### config.mk
export PLATFORM = sky130hd
export DESIGN_NAME = itsi_sub
export DESIGN_NICKNAME = d
export VERILOG_FILES = /design/src/design/itsi_pkg.sv /design/src/design/itsi_sub.sv
export SDC_FILE = /design/constraint.sdc
export NUM_CORES = 1
export LEC_CHECK = 0
export ABC_CLOCK_PERIOD_IN_PS = 4300
export BUFFER_PORTS_ARGS = -buffer_cell sky130_fd_sc_hd__buf_2
export CAP_MARGIN = 15
export CELL_PAD_IN_SITES_DETAIL_PLACEMENT = 0
export CELL_PAD_IN_SITES_GLOBAL_PLACEMENT = 1
export CORE_MARGIN = 2
export CORE_UTILIZATION = 25
export DETAILED_ROUTE_END_ITERATION = 16
export PLACE_DENSITY_LB_ADDON = 0.1
export SYNTH_ARGS = -nofsm -noshare
export SYNTH_HDL_FRONTEND = slang
export SYNTH_SLANG_ARGS = --single-unit
### constraint.sdc
create_clock -name vclk -period 4.3
set_input_delay 0.645 -clock vclk [all_inputs]
set_output_delay 0.645 -clock vclk [all_outputs]
set_load 0.02 [all_outputs]
### src/design/itsi_pkg.sv
package itsi_pkg;

	localparam int QUEUE_DEPTH = 16;
	localparam int ADDR_W      = $clog2(QUEUE_DEPTH);
	localparam int CNT_W       = ADDR_W + 1;
	localparam int NVAL        = 10;
	localparam int STAMP_W     = 48;
	localparam int GAP_W       = 24;

	// weight of one in Q1.30
	localparam logic [30:0] WONE = 31'h4000_0000;

	localparam logic [1:0] ST_OK    = 2'd0;
	localparam logic [1:0] ST_EMPTY = 2'd1;
	localparam logic [1:0] ST_GAP   = 2'd2;

	localparam logic [2:0] REG_MAX_GAP = 3'd0;

	typedef logic [ADDR_W-1:0] addr_t;

	typedef struct packed {
		logic [STAMP_W-1:0]        stamp;
		logic [NVAL-1:0][31:0]     vals;
	} row_t;

endpackage

### src/design/itsi_sub.sv
module itsi_sub (
	input  logic [63:0] a,
	input  logic [63:0] b,
	output logic        ge,
	output logic [63:0] diff
);
	import itsi_pkg::*;

	logic [64:0] d;

	assign d    = {1'b0, a} - {1'b0, b};
	assign ge   = ~d[64];
	assign diff = d[63:0];

endmodule

==> impl_metrics.ini <==
[grt]
grt_max_degree = 11
grt_pass1_wl_microns = 23300
gr-total-overflow = 0
grt_antenna_before_repair = 0
grtUsageTotal_pct = 16.4
first_global_vias = 4791

[sta]
tightestPinTransition_ns = 0.556
tns_ns = 0
fmax_mhz = 245
grt_setup_unrepaired = no
period_needed_ns = 4.08
hold_violations = 0
report.final.slew_viol_count = 0
setup_viol = 0
timing.final.crit_share_pct = 94.8
slew_headroom_pct = 62.6

[yosys]
synth_compound_area_share_pct = 33.7
synth_xor_xnor_area_share_pct = 13.3
synth-simple-area-share_pct = 21.5
synth_mux_area_share_pct = 0
synth_cells = 623
synth_fa_ha_area_share_pct = 20.4
synth.distinct_cells = 58
synth_top_area_cell = ha_1
synthTopCellsByArea = ha_1 (20%), a21oi_1 (8.9%), xnor2_1 (8.7%)
synth_top_cell_area_share_pct = 19.9
seq_area_frac_synth_pct = 0
synth_top_family_by_area = compound AO/OA/AOI/OAI gates
syn_nets = 816
syn-cell-area_sq_mm = 0.00402
yosysWarnings = 0
synth.avg_cell_area_sq_um = 6.44

[pwr]
leakagePower_nw = 2.87
vdd_drop_max_uv = 91.7
powerDensity_mw_per_mm2 = 195

[finish]
layout_common_cells = buf_2 (190), inv_1 (81), a21oi_1 (70), ha_1 (63), nand2_1 (55)
fin_cells = 1025
multiInputGateArea_sq_mm = 0.00361
clock_buffers = 0
antennaDiodeCount = 0
finish.net_count = 1004
final_common_cell = buf_2
drive_above_1_share_pct = 29.8
fillers = 1860
seqCellArea_sq_um = 0
areaGrowthSynthToFinish_pct = 33.3
seq_cells = 0

[place]
dp.cells = 1022
portBuffers = 193
dpl.hpwl_microns = 13100
place_congestion = 0.832

[detailed_routing]
drc = 0
drtIter0Drc = 227
wl_per_cell_microns = 14.4
totalWireLength_microns = 14700
vias_per_cell = 4.80
vias = 4923
drt_first_pass_iters = 4
drt.antenna.violating_nets = 0

[floorplan]
start_util_pct = 25.5
dieWidth_microns = 131
num_rows = 46
io_pins = 193
die_y_microns = 131
fp.coreArea_sq_mm = 0.0158
die_area_sq_mm = 0.0171

[min_path]
min_from = b[0]
holdCritPathClass = in -> out

[setup_path]
path_cells = buf_2, inv_1, ha_1, and4_1, nand4_1, a21oi_1, nor2_1, o41ai_1, nor2b_1, nor2_1, o21bai_2, a31oi_1, xnor2_1, buf_2
crit_slowest_cell = o41ai_1
cp.required_ns = 3.65
cpPeakStageDelay_ns = 0.53
worstSetupStartpointType = input pin
cp_max_fo = 7
critical_path_class = in -> out
end_kind = output port
startpoint = b[12]
worstPathArrival_ns = 3.43

[cts]
ctsHoldBuffers = 0

[status]
status = finished, final reports clean

[flow_run]
maxCapViolCount = 0
==> per-layer routing <==
layer	part of all wire, %	track usage (%)
met5	0	0
met4	0.62	0.876
met3	6.1	1.38
met2	45	28.6
met1	48	23.1
==> worst max-delay path, delay by kind of cell <==
family | cells | cell delay [ns]
buffers and inverters | 3 | 0.32
AOI/OAI and AO/OA | 4 | 1.03
adders and majority gates | 1 | 0.41
and+or+nand+nor | 5 | 0.76
xor gates and xnor gates | 1 | 0.25
==> cell usage after synthesis (3+ instances only) <==
cell type,count
a21oi_2,3
inv_1,82
ha_1,64
a21oi_1,71
nor2_1,42
xor2_1,21
a22oi_1,3
xnor2_1,40
o21a_1,5
o21ai_2,4
nor3_1,10
and2_1,4
nor2b_1,7
o211ai_1,5
or4_1,3
nand2b_1,8
nand2_1,55
o21bai_1,10
a21o_1,30
a31oi_1,10
nand4_1,25
o21ai_1,9
a211oi_1,3
and3_1,6
nand3_1,13
clkbuf_1,23
o21ai_0,25
buf_2,6
==> through the flow <==
stage          cell area, sq um  total power, W  util [%]  setup WS, ns  hold slack [ns]
5_1_grt                    5350         0.00114      33.9       0.00733             1.67
6_report                   5350         0.00104      33.9         0.223             1.65
3_3_place_gp               5280         0.00103      33.5         0.103             1.65
2_1_floorplan              4020        0.000685         -         0.387             1.47
3_5_place_dp               5280         0.00103      33.5         0.115             1.65
4_1_cts                    5280         0.00104      33.5        0.0835             1.66
==> layout make-up <==
class / instances / share of cell area [%]
Multi-Input combinational cell: 510 / 67.5
Tap cell: 216 / 5.05
Timing Repair Buffer: 217 / 21.7
Inverter: 82 / 5.75
==> power breakdown <==
| part | internal (W) | switching (W) |
|---|---|---|
| Sequential | 0 | 0 |
| Clock | 0 | 0 |
| Combinational | 0.000411 | 0.000629 |
| Total | 0.000411 | 0.000629 |
==> cell families after synthesis <==
kind of cell	after synthesis
fa+ha+maj	65
buf+inv	113
xor+xnor	61
simple gates	179
compound gates	205
==> path summary, 6_finish.rpt <==
path / depth (start not counted) / end / slack [ns]
setup / recovery: 14 / diff[35] / 0.22
hold / removal: 4 / diff[0] / 1.65
==> what timing repair did <==
action | CTS | global route
setup endpoints to repair | 0 | 5
buffers inserted | 0 | 3
resized for setup | 0 | 11
endpoints found under the hold margin | 0 | 0
Note: power is estimated with default switching activity, not from simulation.
