`src/design/itsi_pkg.sv`:
```
package itsi_pkg;

	localparam int QUEUE_DEPTH = 16;
	localparam int ADDR_W      = $clog2(QUEUE_DEPTH);
	localparam int CNT_W       = ADDR_W + 1;
	localparam int NVAL        = 10;
	localparam int STAMP_W     = 48;
	localparam int GAP_W       = 24;

	// weight of one in Q1.30
	localparam logic [30:0] WONE = 31'h4000_0000;

	localparam logic [1:0] ST_OK    = 2'd0;
	localparam logic [1:0] ST_EMPTY = 2'd1;
	localparam logic [1:0] ST_GAP   = 2'd2;

	localparam logic [2:0] REG_MAX_GAP = 3'd0;

	typedef logic [ADDR_W-1:0] addr_t;

	typedef struct packed {
		logic [STAMP_W-1:0]        stamp;
		logic [NVAL-1:0][31:0]     vals;
	} row_t;

endpackage

```
`src/design/itsi_mul.sv`:
```
module itsi_mul (
	input  logic               clk,
	input  logic signed [32:0] a,
	input  logic signed [32:0] b,
	output logic signed [65:0] p
);
	import itsi_pkg::*;

	always_ff @(posedge clk) begin
		p <= a * b;
	end

endmodule

```
`config.mk`:
```
export PLATFORM = sky130hd
export DESIGN_NAME = itsi_mul
export DESIGN_NICKNAME = d
export VERILOG_FILES = /design/src/design/itsi_pkg.sv /design/src/design/itsi_mul.sv
export SDC_FILE = /design/constraint.sdc
export NUM_CORES = 2
export LEC_CHECK = 0
export ABC_AREA = 1
export BUFFER_PORTS_ARGS = -buffer_cell sky130_fd_sc_hd__buf_2
export CORE_MARGIN = 5
export CORE_UTILIZATION = 66
export CTS_CLUSTER_DIAMETER = 50
export DETAILED_ROUTE_END_ITERATION = 12
export PLACE_DENSITY = 0.95
export SYNTH_ARGS = -nofsm -noshare
export SYNTH_HDL_FRONTEND = slang
export SYNTH_SLANG_ARGS = --single-unit
export TNS_END_PERCENT = 1
```
`constraint.sdc`:
```
create_clock -name clk -period 16.7 [get_ports clk]
set_input_delay 3.34 -clock clk [delete_from_list [all_inputs] [get_ports clk]]
set_output_delay 3.34 -clock clk [all_outputs]
set_load 0.02 [all_outputs]
```
==> results.py <==
metrics = {
    "status": {
        "status": "finished clean",
    },
    "synthesis": {
        "synthArstFlopShare_pct": 0,
        "synth_nets": 6972,
        "ys.warnings.count": 0,
        "synth_top_cells_by_count": "inv_1 (1,894), nand2_1 (1,517), fa_1 (1,145), clkbuf_1 (262), ha_1 (217)",
        "synth_most_common_cell": "inv_1",
        "synthMuxAreaShare_pct": 0,
        "syn_inst": 5543,
        "syn_avg_cell_area_sq_um": 7.79,
        "synth_edf_count": 0,
        "synth_flop_cell": "dfxtp_1",
        "synthSimpleGateAreaFrac_pct": 16.6,
        "yosys-top-cells-area": "fa_1 (53%), inv_1 (16%), nand2_1 (13%), ha_1 (6.3%), dfxtp_1 (3.1%)",
        "synth_top_family_by_area": "adder cells",
        "synth_cell_types": 35,
        "synth_seq_cells": 66,
        "ys_seq_area_share_pct": 3.06,
        "synth_top_cell_by_area": "fa_1",
        "synth_largest_type_area_fraction_pct": 53.1,
        "synthXorXnorAreaFrac_pct": 0.832,
        "netlist_area_sq_mm": 0.0432,
        "synth_compound_area_share_pct": 1.38,
        "synth_fa_ha_area_share_pct": 59.4,
    },
    "worst_hold_path": {
        "hold_start": "b[0]",
        "hp-class": "primary input to flip-flop",
        "min_path_cells": 3,
        "holdPathEnd": "p[0]",
    },
    "grt": {
        "grtUsageTotal_pct": 37.3,
        "grt_pass1_wl_um": 208000,
        "grt_pass1_vias": 41900,
        "overflow": 0,
        "grt_max_degree": 35,
        "antenna_found_initial": 11,
    },
    "clocking": {
        "cts.sinks": 66,
        "cts_made_buffers": 9,
        "cts_max_path_buffers": 2,
        "htreeDepth": 3,
        "post_cts_buffers": 0,
        "clockRootBuffer": "clkbuf_16",
        "cts.repair.resized": 0,
        "cts_tree": "yes",
        "ctsHoldBuffers": 0,
        "clkTransAtPathRegs_ps": 70,
    },
    "drt": {
        "num_vias": 36000,
        "vias_per_cell": 5.71,
        "avgRoutedWirePerCell_um": 20.5,
        "routed-wl-met3_um": 15100,
        "drc": 0,
        "highest_layer": "met5",
        "wl_um": 129000,
        "detail-route-antenna-nets": 0,
        "dr.first_iter.drc_count": 4222,
        "wl_met2_um": 62600,
        "drtPass1Iterations": 9,
        "wl_met1_um": 38700,
    },
    "timing": {
        "hold_viol": 0,
        "setup_viol": 0,
        "setup_tns_ps": 0,
        "clock.fmax_mhz": 90.9,
        "fin_crit_ps": 11000,
        "finalCritPeriodShare_pct": 65.9,
        "slew_violations": 0,
        "worst_slack_ps": 5700,
        "tightest_slew_ps": 1290,
        "rsz0062_at_grt": "no",
        "relSlewSlack_pct": 14.0,
    },
    "placed_design": {
        "pre_cts_ws_ps": 5440,
        "hpwlAfterDp_um": 106000,
        "place_inst": 6273,
        "place.gp.congestion": 0.987,
        "io_buffer_count": 132,
    },
    "layout": {
        "syn_to_final_growth_pct": 2.56,
        "top_regs": "p (66)",
        "regArea_sq_mm": 0.00132,
        "top_register": "p",
        "drive_gt1_share_pct": 3.96,
        "postLayoutCoreUtil_pct": 68.6,
        "final_cells": 6295,
        "nNetsFinal": 6858,
        "n_fill_cell": 4552,
        "largest_register_ffs": 66,
        "multi_input_area_sq_mm": 0.0338,
    },
    "setup_path": {
        "critPathKind": "primary input to flip-flop",
        "cp.required_ps": 16980,
        "critPathMaxFanout": 33,
        "end_kind": "flip-flop",
        "cp-start-kind": "primary input",
        "arrival_ps": 11280,
    },
    "floorplan": {
        "initial_core_util_pct": 66.9,
        "die_w_um": 266,
        "die_area_sq_mm": 0.0706,
        "rows": 93,
        "core_sq_mm": 0.0646,
        "ioPinCount": 133,
        "die_h_um": 266,
    },
    "run": {
        "drv_cap": 0,
    },
}
==> logic make-up after synthesis <==
group,Yosys count
AND/OR/NAND/NOR,1810
XOR/XNOR,41
adder cells (fa/ha/maj),1362
buffers and inverters,2158
AO/OA/AOI/OAI,106
flip-flops,66
==> routing by layer <==
layer,GRT usage (%),up-vias
met5,0,-
met1,40.1,17100
met2,62.8,2888
met4,29.8,8
li1,-,14800
met3,9.43,1169
==> critical path, cell delays in order <==
cell	delay [ps]
buf_2	580
nand2_1	130
inv_1	170
fa_1	530
fa_1	630
fa_1	690
fa_1	1290
fa_1	600
fa_1	530
fa_1	500
inv_1	50
fa_1	470
inv_1	40
ha_1	420
nand2_1	140
nor2_1	210
nand3_1	180
nor2_1	190
o21ai_0	220
nand3_1	150
nand2_1	80
nand2_1	80
==> how the worst max path moves through the flow <==
stage | to | from | cells after the start
after floorplan | p[60] | a[32] | 23
after global placement | p[64] | a[32] | 23
after detailed placement | p[60] | a[32] | 23
after CTS | p[60] | a[32] | 23
after global routing | p[60] | b[0] | 23
final | p[57] | b[1] | 22
==> layout make-up <==
class	count	area share (%)
Multi-Input combinational cell	3319	76.2
Inverter	1895	16.1
Sequential cell	66	2.98
Tap cell	855	2.42
Timing Repair Buffer	138	1.59
Clock buffer	9	0.509
Clock inverter	7	0.172
Antenna cell	6	0.0339
==> metrics by stage <==
step	hold WS [ps]	area [sq um]
3_3_place_gp	3760	44000
6_report	3560	44300
5_1_grt	3580	44300
3_5_place_dp	3760	44000
2_1_floorplan	3600	43200
4_1_cts	3520	44300
==> cell usage in the layout, fill, tap and decap left out, drive strengths merged <==
cell type / netlist / routed
a21boi: 1 / 1
a21o: 2 / 2
a21oi: 65 / 65
and2: 3 / 3
buf: 1 / 138
bufinv: 0 / 1
clkbuf: 262 / 9
clkinv: 0 / 2
clkinvlp: 0 / 2
dfxtp: 66 / 66
diode: 0 / 6
fa: 1145 / 1145
ha: 217 / 217
inv: 1895 / 1897
nand2: 1534 / 1534
nand3: 78 / 78
nand3b: 3 / 3
nand4: 19 / 19
nor2: 154 / 154
nor3: 8 / 8
nor4: 5 / 5
o21a: 1 / 1
o21ai: 23 / 23
o21bai: 14 / 14
or2: 6 / 6
xnor2: 4 / 4
xor2: 37 / 37
Power is left out: the tool's default activity adds up to more than one toggle a clock period on the data nets, which glitch-free logic cannot reach.
